$ cat src/rtl/core/blist_pkg.sv
// Shared action codes and controller/datapath handshake types for the bounded list.
package blist_pkg;

    // Field widths of the request and response channels
    localparam int ACTION_W = 3;
    localparam int VALUE_W  = 32;
    localparam int POS_W    = 4;
    localparam int FILL_W   = 4;

    // Action codes
    localparam logic [ACTION_W-1:0] ACT_INS_FIRST = 3'd0;
    localparam logic [ACTION_W-1:0] ACT_APPEND    = 3'd1;
    localparam logic [ACTION_W-1:0] ACT_DEL_FIRST = 3'd2;
    localparam logic [ACTION_W-1:0] ACT_INS_AT    = 3'd3;
    localparam logic [ACTION_W-1:0] ACT_DUMP      = 3'd4;

    // Commands from the controller to the datapath
    typedef struct packed {
        logic exec;        // apply the accepted request, load its single response
        logic dump_start;  // clear the dump index
        logic dump_load;   // load the response for the cell under the dump index
    } blist_cmd_t;

    // Status from the datapath to the controller
    typedef struct packed {
        logic out_busy;    // response register holds a response that is not taken
        logic dump_go;     // pending request is a dump of a non-empty list
        logic dump_last;   // dump index points at the last stored entry
    } blist_stat_t;

endpackage

$ cat src/rtl/core/blist_req_if.sv
// Request channel interface: valid/ready handshake with action, value and position.
interface blist_req_if;
    logic                               valid;
    logic                               ready;
    logic        [blist_pkg::ACTION_W-1:0] action;
    logic signed [blist_pkg::VALUE_W-1:0]  value;
    logic        [blist_pkg::POS_W-1:0]    position;

    modport source (output valid, action, value, position, input ready);
    modport sink   (input valid, action, value, position, output ready);
endinterface

$ cat src/rtl/core/blist_rsp_if.sv
// Response channel interface: valid/ready handshake with ok, fill, entry and last.
interface blist_rsp_if;
    logic                                valid;
    logic                                ready;
    logic                                ok;
    logic        [blist_pkg::FILL_W-1:0]  fill;
    logic signed [blist_pkg::VALUE_W-1:0] entry;
    logic                                last;

    modport source (output valid, ok, fill, entry, last, input ready);
    modport sink   (input valid, ok, fill, entry, last, output ready);
endinterface

$ cat src/rtl/core/bounded_array_list.sv
// Top level of the bounded list: controller plus datapath behind two channels.
//
// Usage:
//   The cmd channel carries one request per handshake: an action (insert first,
//   append, delete first, insert at position, dump), a value and a position.
//   The rsp channel returns responses with ok, fill, entry and last.
//   Every action but a non-empty dump gives one response with last set; its
//   response is registered and valid in the cycle after the request is taken.
//   A dump of n stored entries gives n responses, one per cycle when rsp is
//   not stalled, from the controller's dump state; last marks the final.
//   Throughput: one request per cycle for edit actions when rsp is not
//   stalled; a dump holds cmd ready low while the dump index walks the cells
//   through the single response register.
//   Refused actions (list full, list empty, position past the fill) return ok=0
//   and leave the list unchanged.
//   When rsp stalls, the response register holds and cmd ready drops until the
//   waiting response is taken.
//   Reset empties the list (fill count zero) and drops any pending response;
//   cell contents are not cleared.
module bounded_array_list
#(
    parameter int CAPACITY = 8
)
(
    input  logic        clk,
    input  logic        rst_n,
    blist_req_if.sink   cmd,
    blist_rsp_if.source rsp
);
    import blist_pkg::*;

    blist_cmd_t  ctl_cmd;
    blist_stat_t dp_stat;

    blist_ctrl u_ctrl
    (
        .clk       (clk),
        .rst_n     (rst_n),
        .req_valid (cmd.valid),
        .req_ready (cmd.ready),
        .stat      (dp_stat),
        .cmd       (ctl_cmd)
    );

    blist_dp
    #(
        .CAPACITY (CAPACITY)
    )
    u_dp
    (
        .clk       (clk),
        .rst_n     (rst_n),
        .cmd       (ctl_cmd),
        .stat      (dp_stat),
        .action    (cmd.action),
        .value     (cmd.value),
        .position  (cmd.position),
        .rsp_valid (rsp.valid),
        .rsp_ready (rsp.ready),
        .ok        (rsp.ok),
        .fill      (rsp.fill),
        .entry     (rsp.entry),
        .last      (rsp.last)
    );

endmodule

$ cat src/rtl/core/blist_ctrl.sv
// Controller state machine: request acceptance and dump sequencing.
module blist_ctrl
(
    input  logic                   clk,
    input  logic                   rst_n,
    input  logic                   req_valid,
    output logic                   req_ready,
    input  blist_pkg::blist_stat_t stat,
    output blist_pkg::blist_cmd_t  cmd
);
    import blist_pkg::*;

    typedef enum logic [1:0] {
        S_IDLE = 2'b01,
        S_DUMP = 2'b10
    } state_t;

    state_t state_reg;
    state_t state_next;
    logic   accept;

    assign accept = req_valid && req_ready;

    // Next state and commands
    always_comb
    begin
        state_next     = state_reg;
        req_ready      = 1'b0;
        cmd.exec       = 1'b0;
        cmd.dump_start = 1'b0;
        cmd.dump_load  = 1'b0;
        case (state_reg)
            S_IDLE:
            begin
                req_ready = !stat.out_busy;
                if (accept)
                begin
                    if (stat.dump_go)
                    begin
                        cmd.dump_start = 1'b1;
                        state_next     = S_DUMP;
                    end
                    else
                    begin
                        cmd.exec = 1'b1;
                    end
                end
            end
            S_DUMP:
            begin
                if (!stat.out_busy)
                begin
                    cmd.dump_load = 1'b1;
                    if (stat.dump_last)
                    begin
                        state_next = S_IDLE;
                    end
                end
            end
            default:
            begin
                state_next = S_IDLE;
            end
        endcase
    end

    // State register
    always_ff @(posedge clk or negedge rst_n)
    begin
        if (!rst_n)
        begin
            state_reg <= S_IDLE;
        end
        else
        begin
            state_reg <= state_next;
        end
    end

    // No request is taken while a dump is running
    a_no_accept_in_dump: assert property (@(posedge clk) disable iff (!rst_n)
        state_reg == S_DUMP |-> !req_ready)
        else $error("request accepted during dump");

    // A dump start always leads into the dump state
    a_dump_enter: assert property (@(posedge clk) disable iff (!rst_n)
        cmd.dump_start |=> state_reg == S_DUMP)
        else $error("dump start did not enter dump state");

    // The last dump response returns the controller to idle
    a_dump_exit: assert property (@(posedge clk) disable iff (!rst_n)
        cmd.dump_load && stat.dump_last |=> state_reg == S_IDLE)
        else $error("dump did not end after last entry");

endmodule

$ cat src/rtl/core/blist_dp.sv
// Datapath: list cells, fill count, dump index and the response register.
module blist_dp
#(
    parameter int CAPACITY = 8
)
(
    input  logic                                 clk,
    input  logic                                 rst_n,
    input  blist_pkg::blist_cmd_t                cmd,
    output blist_pkg::blist_stat_t               stat,
    input  logic        [blist_pkg::ACTION_W-1:0] action,
    input  logic signed [blist_pkg::VALUE_W-1:0]  value,
    input  logic        [blist_pkg::POS_W-1:0]    position,
    output logic                                 rsp_valid,
    input  logic                                 rsp_ready,
    output logic                                 ok,
    output logic        [blist_pkg::FILL_W-1:0]  fill,
    output logic signed [blist_pkg::VALUE_W-1:0] entry,
    output logic                                 last
);
    import blist_pkg::*;

    localparam int CW = $clog2(CAPACITY + 1);
    localparam int IW = (CAPACITY > 1) ? $clog2(CAPACITY) : 1;
    localparam int PW = (CW > POS_W) ? CW : POS_W;

    logic signed [VALUE_W-1:0] cells_reg [CAPACITY];
    logic signed [VALUE_W-1:0] cells_next [CAPACITY];
    logic        [CW-1:0]      count_reg;
    logic        [CW-1:0]      count_next;
    logic        [IW-1:0]      idx_reg;
    logic                      valid_reg;
    logic                      ok_reg;
    logic        [FILL_W-1:0]  fill_reg;
    logic signed [VALUE_W-1:0] entry_reg;
    logic                      last_reg;

    logic                      not_full;
    logic                      not_empty;
    logic                      do_ins;
    logic                      do_del;
    logic                      op_ok;
    logic        [CW-1:0]      ins_pos;

    assign not_full  = count_reg < CW'(CAPACITY);
    assign not_empty = count_reg != '0;

    // Decode the request: which edit applies and where an insert lands
    always_comb
    begin
        do_ins  = 1'b0;
        do_del  = 1'b0;
        ins_pos = '0;
        case (action)
            ACT_INS_FIRST:
            begin
                do_ins = not_full;
            end
            ACT_APPEND:
            begin
                do_ins  = not_full;
                ins_pos = count_reg;
            end
            ACT_DEL_FIRST:
            begin
                do_del = not_empty;
            end
            ACT_INS_AT:
            begin
                do_ins  = not_full && (PW'(position) <= PW'(count_reg));
                ins_pos = CW'(position);
            end
            default:
            begin
                do_ins = 1'b0;
            end
        endcase
    end

    assign op_ok = do_ins || do_del;

    // Parallel shift of every cell for insert and delete
    always_comb
    begin
        for (int i = 0; i < CAPACITY; i++)
        begin
            cells_next[i] = cells_reg[i];
            if (do_ins)
            begin
                if (CW'(i) == ins_pos)
                begin
                    cells_next[i] = value;
                end
                else if (i > 0 && CW'(i) > ins_pos && CW'(i) <= count_reg)
                begin
                    cells_next[i] = cells_reg[(i > 0) ? i - 1 : 0];
                end
            end
            else if (do_del)
            begin
                if (i + 1 < CAPACITY && CW'(i + 1) < count_reg)
                begin
                    cells_next[i] = cells_reg[(i + 1 < CAPACITY) ? i + 1 : i];
                end
            end
        end
    end

    always_comb
    begin
        count_next = count_reg;
        if (do_ins)
        begin
            count_next = count_reg + 1'b1;
        end
        else if (do_del)
        begin
            count_next = count_reg - 1'b1;
        end
    end

    // Status to the controller
    assign stat.out_busy  = valid_reg && !rsp_ready;
    assign stat.dump_go   = (action == ACT_DUMP) && not_empty;
    assign stat.dump_last = CW'(idx_reg) == count_reg - 1'b1;

    // List cells: written only by an executed request
    always_ff @(posedge clk)
    begin
        if (cmd.exec)
        begin
            for (int i = 0; i < CAPACITY; i++)
            begin
                cells_reg[i] <= cells_next[i];
            end
        end
    end

    // Fill count, dump index and response valid
    always_ff @(posedge clk or negedge rst_n)
    begin
        if (!rst_n)
        begin
            count_reg <= '0;
            idx_reg   <= '0;
            valid_reg <= 1'b0;
        end
        else
        begin
            if (cmd.exec)
            begin
                count_reg <= count_next;
            end
            if (cmd.dump_start)
            begin
                idx_reg <= '0;
            end
            else if (cmd.dump_load)
            begin
                idx_reg <= idx_reg + 1'b1;
            end
            if (cmd.exec || cmd.dump_load)
            begin
                valid_reg <= 1'b1;
            end
            else if (rsp_ready)
            begin
                valid_reg <= 1'b0;
            end
        end
    end

    // Response payload
    always_ff @(posedge clk)
    begin
        if (cmd.exec)
        begin
            ok_reg    <= op_ok;
            fill_reg  <= FILL_W'(count_next);
            entry_reg <= '0;
            last_reg  <= 1'b1;
        end
        else if (cmd.dump_load)
        begin
            ok_reg    <= 1'b1;
            fill_reg  <= FILL_W'(count_reg);
            entry_reg <= cells_reg[idx_reg];
            last_reg  <= stat.dump_last;
        end
    end

    assign rsp_valid = valid_reg;
    assign ok        = ok_reg;
    assign fill      = fill_reg;
    assign entry     = entry_reg;
    assign last      = last_reg;

    // Fill count never passes the capacity
    a_count_bound: assert property (@(posedge clk) disable iff (!rst_n)
        count_reg <= CW'(CAPACITY))
        else $error("fill count beyond capacity");

    // Only an executed request changes the fill count
    a_count_hold: assert property (@(posedge clk) disable iff (!rst_n)
        !cmd.exec |=> $stable(count_reg))
        else $error("fill count changed without a request");

    // A new response is never loaded over one that is still waiting
    a_no_overwrite: assert property (@(posedge clk) disable iff (!rst_n)
        (cmd.exec || cmd.dump_load) |-> !(valid_reg && !rsp_ready))
        else $error("response register overwritten");

endmodule
$ cat src/flat_wrapper.sv
// flat-port wrapper written by rule: the top's interface ports become plain ports
module bounded_array_list_flat import blist_pkg::*;
#(
    parameter int CAPACITY = 8
)
  (clk, rst_n, cmd_valid, cmd_action, cmd_value, cmd_position, cmd_ready, rsp_valid, rsp_ok, rsp_fill, rsp_entry, rsp_last, rsp_ready);
  blist_req_if cmd_i ();
  blist_rsp_if rsp_i ();
  input  logic clk;
  input  logic rst_n;
  input wire logic [$bits(cmd_i.valid)-1:0] cmd_valid;
  input wire logic [$bits(cmd_i.action)-1:0] cmd_action;
  input wire logic [$bits(cmd_i.value)-1:0] cmd_value;
  input wire logic [$bits(cmd_i.position)-1:0] cmd_position;
  output wire logic [$bits(cmd_i.ready)-1:0] cmd_ready;
  output wire logic [$bits(rsp_i.valid)-1:0] rsp_valid;
  output wire logic [$bits(rsp_i.ok)-1:0] rsp_ok;
  output wire logic [$bits(rsp_i.fill)-1:0] rsp_fill;
  output wire logic [$bits(rsp_i.entry)-1:0] rsp_entry;
  output wire logic [$bits(rsp_i.last)-1:0] rsp_last;
  input wire logic [$bits(rsp_i.ready)-1:0] rsp_ready;
  assign cmd_i.valid = cmd_valid;
  assign cmd_i.action = cmd_action;
  assign cmd_i.value = cmd_value;
  assign cmd_i.position = cmd_position;
  assign cmd_ready = cmd_i.ready;
  assign rsp_valid = rsp_i.valid;
  assign rsp_ok = rsp_i.ok;
  assign rsp_fill = rsp_i.fill;
  assign rsp_entry = rsp_i.entry;
  assign rsp_last = rsp_i.last;
  assign rsp_i.ready = rsp_ready;
  bounded_array_list #(.CAPACITY(CAPACITY)) u_core (.clk(clk), .rst_n(rst_n), .cmd(cmd_i), .rsp(rsp_i));
endmodule
$ cat config.mk
export PLATFORM = sky130hd
export DESIGN_NAME = bounded_array_list_flat
export DESIGN_NICKNAME = d
export VERILOG_FILES = /design/src/rtl/core/blist_pkg.sv /design/src/rtl/core/blist_req_if.sv /design/src/rtl/core/blist_rsp_if.sv /design/src/rtl/core/bounded_array_list.sv /design/src/rtl/core/blist_ctrl.sv /design/src/rtl/core/blist_dp.sv /design/src/flat_wrapper.sv
export SDC_FILE = /design/constraint.sdc
export NUM_CORES = 1
export LEC_CHECK = 0
export ABC_AREA = 1
export BUFFER_PORTS_ARGS = -buffer_cell sky130_fd_sc_hd__buf_2
export CAP_MARGIN = 0
export CELL_PAD_IN_SITES_DETAIL_PLACEMENT = 1
export CELL_PAD_IN_SITES_GLOBAL_PLACEMENT = 1
export CORE_MARGIN = 2
export CORE_UTILIZATION = 25
export DETAILED_ROUTE_END_ITERATION = 7
export GPL_TIMING_DRIVEN = 0
export PLACE_DENSITY = 0.61
export SLEW_MARGIN = 15
export SYNTH_ARGS = -nofsm -noshare
export SYNTH_HDL_FRONTEND = slang
export SYNTH_HIERARCHICAL = 1
export SYNTH_SLANG_ARGS = --single-unit
$ cat constraint.sdc
create_clock -name clk -period 3.9 [get_ports clk]
set_input_delay 0.585 -clock clk [delete_from_list [all_inputs] [get_ports clk]]
set_output_delay 0.585 -clock clk [all_outputs]
set_load 0.01 [all_outputs]
==> results of run 1 <==
per-stage QoR:
step / setup TNS (ps) / worst slack [ps]
finish: 0 / 280.1
global route: -15.63 / -3.620
global placement: -486100 / -2391
CTS: 0 / 83.64
floorplan: 0 / 110.0
detailed placement: -604.7 / -96.74
synth_stat cells (all sizes together), types with 6 or more instances:
cell	n	area, um2
clkbuf	62	232.7
buf	98	581.8
nor3	6	35.03
a21oi	73	365.4
inv	253	949.7
o21ai	233	1166
nand3	247	1259
ha	9	112.6
nor2	60	254.0
dfrtp	9	225.2
o22ai	32	200.2
dfxtp	33	660.6
o211ai	95	843.3
nand4	7	43.79
nand2	772	2940
edfxtp	261	7838
final timing paths:
check	startpoint	to	slack [ps]	depth (start not counted)
min in group asynchronous	rst_n	u_core/u_dp/rsp_valid	430	2
min	rsp_ready	u_core/u_dp/rsp_valid	240	2
min reg2reg	u_core/u_dp/entry[10]	u_core/u_dp/entry[10]	450	2
max	u_core/u_dp/count_reg[0]	u_core/u_dp/cells_reg[3][27]	280	10
max reg2reg	u_core/u_dp/count_reg[0]	u_core/u_dp/cells_reg[3][27]	280	10
max in group asynchronous	rst_n	u_core/u_ctrl/state_reg[0]	3200	2
power groups by stage:
| stage | clock (W) | sequential (W) | combinational [W] |
|---|---|---|---|
| 2_1_floorplan | 0 | 0.00408 | 0.00168 |
| 4_1_cts | 0.00395 | 0.00404 | 0.00289 |
| 6_report | 0.00387 | 0.00405 | 0.00295 |
| 3_3_place_gp | 0 | 0.00413 | 0.00270 |
| 3_5_place_dp | 0 | 0.00411 | 0.00288 |
| 5_1_grt | 0.00404 | 0.00407 | 0.00318 |
final cells by class:
class / instances / area (um2)
sequential: 304 / 8750
inverter: 255 / 958.4
tap: 940 / 1176
clock buffer: 61 / 1202
timing repair buffer: 99 / 728.2
multi-input combinational: 1544 / 7375
buffer: 160 / 814.5
clock inverter: 13 / 147.6
fill: 8452 / 49120
placed cells by master, fill, tap and decap left out, types with 6 or more instances in the layout:
cell type  netlist  final
o21ai_0        169    169
clkinv_2         1      6
a21oi_1         73     72
nor2_4           1      7
nand2_1        763    763
edfxtp_1       261    261
inv_1          247    247
buf_4           25     29
o211ai_1        69     69
clkbuf_8         0      8
dfrtp_1          9      9
buf_1            7      7
dfxtp_1         33     33
o211ai_2        26     26
nand4_1          7      7
o22ai_1         32     32
clkbuf_16        0     42
inv_2            6      6
ha_1             9      9
buf_6            6      6
nor2_1          56     48
clkbuf_1        62     73
o21ai_1         64     64
nand3_1        244    244
buf_2           60    141
logic make-up (layout without fill, tap and decap cells):
logic type | Yosys count | count (layout) | share of synthesized area [%]
xor gates and xnor gates | 6 | 6 | 0.2949
DFF | 304 | 304 | 49.09
AOI/OAI and AO/OA | 435 | 435 | 14.53
buffers and inverters | 415 | 588 | 9.947
and+or+nand+nor | 1094 | 1094 | 25.51
adders and majority gates | 9 | 9 | 0.6318
repair_timing:
action / 4_1_cts / 5_1_grt
endpoints found under the setup margin: 20 / 56
hold endpoints to repair: 9 / 0
pin swaps: 0 / 2
gates resized for setup: 1 / 1
gates cloned: 0 / 0
buffers inserted: 0 / 5
hold buffers: 1 / 0
per-layer routing:
| metal | global-route usage, % | part of all wire (%) | up-vias |
|---|---|---|---|
| li1 | - | - | 7837 |
| met1 | 28.10 | 43 | 8807 |
| met2 | 37.27 | 47 | 640 |
| met4 | 8.593 | 3.9 | 0 |
| met3 | 2.893 | 5.7 | 174 |
| met5 | 0 | 0 | - |
==> flow_summary_export.csv, run 1 <==
group,metric,value,unit
critical_path,cp_common_cell,"nand2_1",
power_and_ir_drop,netSwitchingPower,0.003812,W
route,routedWlPerCell,24.33,um
place,place_inst,3296,
place,gp_congestion,0.8980,
power_and_ir_drop,p_leak,9.195,nW
route,drtAntennaViolNets,0,
yosys,synth_flop_cell,"edfxtp_1",
power_and_ir_drop,vdd_ir_drop_max,0.2800,mV
critical_path,path_cells,"inv_1, ha_1, nand2_1, nand2_1, nor3_1, nor2_1, clkbuf_1, nand2_1, nor2_4, buf_12",
finish,fin_cells,3376,
timing,rsz0062_at_grt,"true",
route,drtIter0Drc,1450,
timing,min_period,3620,ps
place,dp_hpwl,58140,um
min_path,min_path_type,"in2reg",
place,io_buffers,81,
finish,finalNetCount,2456,
cts,worstSkewPairLatency,580,ps
grt,gr-total-overflow,0,
die,start_util,25.37,%
critical_path,critPathMaxStageDelay,690,ps
critical_path,crit_fanout,18,
cts,root_buffer,"clkbuf_16",
critical_path,path_delay_family,"simple AND/OR/NAND/NOR gates",
finish,layout-drive-gt1-share,12.77,%
critical_path,cpMaxStageDelayCell,"nor2_4",
yosys,netlist_area,17820,um2
timing,worst_slew_pin_slew,997.3,ps
yosys,avgSynthCellArea,7.877,um2
yosys,yosys_warnings,6,
grt,grt_pass1_wl,120600,um
critical_path,arrival,3880,ps
cts,cts_buffers,40,
yosys,syn_nets,2315,
finish,fin_area,21150,um2
die,row_count,97,
cts,clock-sinks,304,
timing,skew,30.42,ps
power_and_ir_drop,total_power,0.01086,W
grt,antenna_found_initial,1,
timing,setup_viol,0,
place,place_area,19740,um2
power_and_ir_drop,pwr-share-seq,37.2,%
route,num_vias,17460,
yosys,syn-instance-count,2263,
die,floorplan.die_area,73450,um2
outcome,status,"complete, no violations",
die,die_y,271.0,um
cts,clock_path_buffers,3,
power_and_ir_drop,p_clk_share,35.6,%
route,wirelength,82130,um
yosys,synth_edf_count,261,
yosys,synth.yosys.seq_area_share,49.09,%
critical_path,critPathLaunchType,"flip-flop",
route,drc,0,
grt,grt_max_degree,22,
finish,post-route-util,30.10,%
run,timing.max_cap.violations,0,
power_and_ir_drop,powerDensity,513.6,nW/um2
yosys,async_flop_share,3.289,%
critical_path,path_class,"reg2reg",
finish,area.growth.synth_to_final,18.66,%
yosys,synth.ff_latch_count,304,
cts,htree_levels,2,
power_and_ir_drop,comb_power_share,27.2,%
timing,relSlewSlack,33.51,%
critical_path,required,4160,ps
timing,hold_violations,0,
timing,fmax,276.2,MHz
finish,largest_reg_flops,256,
cts,cts.clk_slew.worst_paths,60,ps
critical_path,crit_path_end_kind,"flip-flop",
route,vias_per_cell,5.171,
die,die_x,271.0,um
timing,drv_slew,0,
grt,grt_pass1_vias,18350,
grt,track_usage,21.93,%
finish,diodes,0,
power_and_ir_drop,internal-power,0.007053,W
yosys,ys_types,38,
timing,hold_ws,241.9,ps
critical_path,critical_path_buf_inv_count,3,
die,core_area,70270,um2
power_and_ir_drop,swShare,35.08,%
timing,period_share,92.82,%
route,drtPass1Iterations,5,
cts,tritoncts,"built",
die,ios,83,
Note: power is estimated with default switching activity, not from simulation.
==> inputs of run 2 (changes only) <==
Settings changed: BUFFER_PORTS_ARGS -buffer_cell sky130_fd_sc_hd__buf_2 to default, DONT_BUFFER_PORTS from default to 1, PLACE_DENSITY 0.61 to 0.6.
==> flow_summary_export.csv, run 2 (synthesized netlist as in run 1, its figures left out) <==
group,metric,value,unit
finish,fin_area,20660,um2
route,drtIter0Drc,1416,
critical_path,required,4400,ps
die,start_util,25.37,%
grt,track_usage,21.93,%
timing,skew,19.14,ps
cts,cts.clk_slew.worst_paths,60,ps
die,ios,83,
cts,clock_path_buffers,3,
power_and_ir_drop,total_power,0.01060,W
cts,clock-sinks,304,
route,wirelength,82200,um
timing,rsz0062_at_grt,"true",
route,num_vias,17010,
min_path,min_path_type,"in2reg",
timing,worst_slew_pin_slew,1036,ps
cts,htree_levels,2,
grt,grt_pass1_vias,17560,
grt,antenna_found_initial,0,
critical_path,critical_path_buf_inv_count,3,
finish,largest_reg_flops,256,
finish,fin_cells,3291,
critical_path,crit_path_end_kind,"flip-flop",
die,core_area,70270,um2
route,drtAntennaViolNets,0,
die,floorplan.die_area,73450,um2
die,die_x,271.0,um
place,dp_hpwl,57880,um
power_and_ir_drop,powerDensity,513.2,nW/um2
run,timing.max_cap.violations,0,
finish,finalNetCount,2374,
die,die_y,271.0,um
finish,final_cell_mix,"nand2_1, edfxtp_1, inv_1",
route,routedWlPerCell,24.98,um
timing,relSlewSlack,30.91,%
critical_path,critPathMaxStageDelay,690,ps
place,io_buffers,0,
grt,gr-total-overflow,0,
critical_path,path_class,"reg2reg",
critical_path,cp_common_cell,"nand2_1",
route,vias_per_cell,5.168,
critical_path,path_delay_family,"simple AND/OR/NAND/NOR gates",
timing,drv_slew,0,
grt,grt_max_degree,20,
finish,final_common_cell,"nand2_1",
critical_path,arrival,4260,ps
timing,min_period,3759,ps
place,gp_congestion,0.8907,
finish,layout-drive-gt1-share,9.400,%
finish,area.growth.synth_to_final,15.89,%
outcome,status,"complete, no violations",
timing,fmax,266.0,MHz
timing,setup_viol,0,
route,drtPass1Iterations,5,
timing,period_share,96.38,%
grt,grt_pass1_wl,119400,um
die,row_count,97,
finish,diodes,0,
cts,tritoncts,"built",
critical_path,critPathLaunchType,"flip-flop",
cts,cts_buffers,41,
cts,worstSkewPairLatency,570,ps
critical_path,cpMaxStageDelayCell,"nor2_1",
power_and_ir_drop,vdd_ir_drop_max,0.3159,mV
place,place_inst,3216,
timing,hold_violations,0,
critical_path,path_cells,"inv_1, ha_1, nand2_1, nand2_1, nor3_1, nor2_1, clkbuf_1, nor2_1, clkbuf_1, nand3_1, nand2_1",
power_and_ir_drop,p_leak,8.779,nW
cts,root_buffer,"clkbuf_16",
place,place_area,19370,um2
route,drc,0,
critical_path,crit_fanout,10,
## run 2: cell types whose count changed in the layout (fill, tap and decap cells not counted), moves of 2 or more
cell	before	now
buf_2	141	60
bufinv_16	3	1
buf_12	5	3
clkinv_1	3	8
clkinv_2	6	4
buf_4	29	27
buf_16	5	7
## run 2: stage by stage
stage	hold WS, ps	setup WS, ps	utilization [%]	setup TNS, ps
3_5_place_dp	289.6	134.1	27.56	0
5_1_grt	125.6	-84.05	29.39	-84.05
2_1_floorplan	289.4	110.0	-	0
6_report	123.7	141.2	29.39	0
4_1_cts	99.89	131.2	29.37	0
3_3_place_gp	289.7	-2496	27.05	-501070
## run 2: final cells by class
cell class | count | area [um2]
Fill cell | 8443 | 49620
Multi-Input combinational cell | 1544 | 7372
Inverter | 255 | 958.4
Timing Repair Buffer | 16 | 322.8
Clock inverter | 13 | 88.84
Clock buffer | 59 | 1174
Tap cell | 940 | 1176
Buffer | 160 | 814.5
Sequential cell | 304 | 8750
## run 2: worst paths after layout
check | end | slack [ps] | start | depth (start not counted)
setup / recovery | u_core/u_dp/entry[14] | 140 | u_core/u_dp/count_reg[0] | 11
hold / removal | u_core/u_dp/rsp_valid | 120 | rsp_ready | 1
setup reg to reg | u_core/u_dp/entry[14] | 140 | u_core/u_dp/count_reg[0] | 11
hold reg to reg | u_core/u_dp/entry[11] | 500 | u_core/u_dp/entry[11] | 2
max in group asynchronous | u_core/u_ctrl/state_reg[0] | 3110 | rst_n | 1
min in group asynchronous | u_core/u_dp/count_reg[2] | 420 | rst_n | 1
## run 2: power by group
part | switching [W] | internal [W]
Clock | 0.00152 | 0.00214
Sequential | 0.000132 | 0.00393
Combinational | 0.00210 | 0.000775
## run 2: layer usage
| metal | vias to the layer above | wire (um) | track usage [%] |
|---|---|---|---|
| li1 | 7684 | - | - |
| met1 | 8547 | 34860 | 28.15 |
| met2 | 613 | 39100 | 36.98 |
| met3 | 165 | 5272 | 3.364 |
| met4 | 0 | 2974 | 8.360 |
| met5 | - | 0 | 0 |
## run 2: what timing repair did
action / 4_1_cts / 5_1_grt
setup endpoints to repair: 0 / 39
hold buffers: 1 / 0
gates resized for setup: 0 / 0
endpoints found under the hold margin: 10 / 0
setup buffers: 0 / 2
## run 2: worst reg2reg max path, stage by stage, from the launching register on
cell,delay [ps]
dfrtp_1,580
inv_1,190
ha_1,290
nand2_1,160
nand2_1,70
nor3_1,390
nor2_1,100
clkbuf_1,260
nor2_1,700
clkbuf_1,660
nand3_1,210
nand2_1,90
==> inputs of run 3 (changes only) <==
Settings changed: ABC_AREA 1 to default, CTS_CLUSTER_SIZE from default to 30, PLACE_DENSITY 0.6 to 0.56.
==> flow_summary_export.csv, run 3 <==
group,metric,value,unit
outcome,status,"complete, no violations",
timing,worst_slew_pin_slew,1149,ps
route,wirelength,67070,um
cts,clock-sinks,304,
cts,cts_buffers,40,
finish,final_common_cell,"o21ai_0",
die,ios,83,
die,die_x,265.3,um
finish,largest_reg_flops,256,
yosys,syn_nets,1423,
timing,period_share,94.60,%
critical_path,arrival,3940,ps
critical_path,required,4150,ps
timing,fin_tns_setup,0,ps
grt,track_usage,18.95,%
route,vias_per_cell,5.469,
timing,drv_slew,0,
cts,worstSkewPairLatency,580,ps
power_and_ir_drop,total_power,0.01102,W
run,timing.max_cap.violations,0,
finish,final_cell_mix,"o21ai_0, edfxtp_1, mux2i_1",
yosys,synth_xor_area_share,0.3078,%
finish,fillers,7281,
yosys,synth.most_common_cell,"o21ai_0",
cts,cts.clk_slew.worst_paths,50,ps
place,dp_hpwl,46230,um
place,io_buffers,0,
timing,min_period,3689,ps
cts,clock_path_buffers,3,
yosys,synth-simple-area-share,3.239,%
die,row_count,95,
yosys,avgSynthCellArea,12.45,um2
cts,tritoncts,"built",
grt,grt_max_degree,33,
route,drtPass1Iterations,5,
yosys,synth_compound_area_share,14.29,%
die,core_area,67400,um2
yosys,synth.yosys.seq_area_share,51.25,%
timing,relSlewSlack,23.38,%
power_and_ir_drop,powerDensity,555.5,nW/um2
finish,multiInputGateArea,7756,um2
cts,root_buffer,"clkbuf_16",
yosys,ys_top_cells_by_area,"edfxtp_1, mux2i_1, o21ai_0, mux4_2, mux2_2",
finish,regArea,8750,um2
timing,rsz0062_at_grt,"false",
yosys,yosys_warnings,6,
power_and_ir_drop,vdd_ir_drop_max,0.2656,mV
yosys,synth_mux_area_share,26.43,%
timing,setup_viol,0,
yosys,ys_types,65,
timing,fmax,271.0,MHz
yosys,netlist_area,17070,um2
grt,grt_pass1_vias,13550,
yosys,synth_flop_cell,"edfxtp_1",
yosys,synthAdderAreaFrac,0.6596,%
critical_path,critPathLaunchType,"flip-flop",
yosys,yosysTopAreaCell,"edfxtp_1",
finish,finalNetCount,1483,
cts,htree_levels,2,
finish,diodes,0,
grt,antenna_found_initial,0,
yosys,synth.ff_latch_count,304,
die,start_util,25.33,%
power_and_ir_drop,p_leak,6.546,nW
yosys,synth_commonest_cells,"o21ai_0, edfxtp_1, mux2i_1, clkbuf_1, mux4_2",
route,routedWlPerCell,28.71,um
route,num_vias,12780,
critical_path,crit_fanout,21,
min_path,min_path_type,"in2reg",
route,drtIter0Drc,1089,
grt,grt_pass1_wl,98030,um
yosys,syn-instance-count,1371,
critical_path,path_class,"reg2reg",
yosys,synth_top_area_share,45.91,%
yosys,async_flop_share,3.289,%
route,drtAntennaViolNets,0,
finish,fin_area,19840,um2
die,die_y,265.3,um
die,floorplan.die_area,70400,um2
yosys,synth_top_family_by_area,"multiplexers",
yosys,synth_edf_count,261,
finish,layout-drive-gt1-share,19.00,%
route,drc,0,
place,gp_congestion,0.8271,
timing,skew,22.93,ps
critical_path,crit_path_end_kind,"flip-flop",
grt,gr-total-overflow,0,
finish,area.growth.synth_to_final,16.22,%
finish,post-route-util,29.44,%
place,place_area,18490,um2
timing,hold_violations,0,
==> run 3: cell types whose count changed in the layout (fill, tap and decap cells not counted), moves of 63 or more <==
cell      delta
nand2_1    -753
mux2_2      +63
o211ai_1    -68
mux2i_1    +228
inv_1      -240
o21ai_0    +180
nand3_1    -237
mux4_2      +64
a21oi_1     -68
==> run 3: final timing paths <==
kind | start | to | slack, ps | depth (start not counted)
min reg2reg | u_core/u_dp/entry[25] | u_core/u_dp/entry[25] | 530 | 2
min in group asynchronous | rst_n | u_core/u_ctrl/state_reg[1] | 450 | 1
max | u_core/u_dp/count_reg[0] | u_core/u_dp/cells_reg[1][29] | 210 | 10
max in group asynchronous | rst_n | u_core/u_ctrl/state_reg[0] | 3090 | 1
max reg2reg | u_core/u_dp/count_reg[0] | u_core/u_dp/cells_reg[1][29] | 210 | 10
min | cmd_valid | u_core/u_ctrl/state_reg[0] | 100 | 1
==> run 3: area by class of cell <==
class | instances | share of cell area, %
Inverter | 7 | 0.1324
Timing Repair Buffer | 19 | 1.520
Sequential cell | 304 | 44.10
Buffer | 127 | 3.235
Clock buffer | 62 | 5.928
Multi-Input combinational cell | 932 | 39.09
Clock inverter | 12 | 0.4919
Tap cell | 873 | 5.505
==> run 3: kinds of logic after synthesis <==
group | after synthesis
buf+inv | 135
fa+ha+maj | 9
flops | 304
simple gates | 106
mux | 360
xor+xnor | 6
compound gates | 451
==> run 3: through the flow <==
step | hold WS [ps] | setup slack (ps) | cells
3_3_place_gp | 289.8 | -3057 | 2244
3_5_place_dp | 289.9 | -885.5 | 2258
2_1_floorplan | 289.4 | -268.8 | 1371
5_1_grt | 96.82 | 27.30 | 2336
4_1_cts | 79.04 | 1.542 | 2337
6_report | 103.5 | 210.6 | 2336
==> run 3: power breakdown <==
part           internal [W]  total (W)  switching, W
Sequential          0.00405    0.00427      0.000219
Clock               0.00214    0.00363       0.00148
Combinational      0.000957    0.00313       0.00217
Total               0.00715     0.0110       0.00388
==> run 3: repair_timing <==
action                                 4_1_cts  5_1_grt
endpoints found under the hold margin       10        0
pin swaps                                    2        0
resized for setup                            8       20
cloned                                       0        0
hold buffers                                 1        0
setup endpoints to repair                  424      285
setup buffers                                4        0
==> run 3: worst max-delay path: stages (launching register included) <==
cell      delay [ps]
dfrtp_1          420
clkbuf_1         230
inv_1            180
ha_1             340
nand2_1          130
and3_1           250
and3b_1          330
clkbuf_2         330
clkbuf_2         350
o21a_2           530
buf_12           280
==> run 3: per-layer routing <==
| layer | vias to the layer above | GRT usage [%] | share of wire [%] |
|---|---|---|---|
| li1 | 5501 | - | - |
| met1 | 6779 | 24.69 | 42 |
| met2 | 387 | 31.75 | 48 |
| met3 | 108 | 3.333 | 6.1 |
| met4 | 0 | 6.352 | 3.0 |
| met5 | - | 0 | 0 |
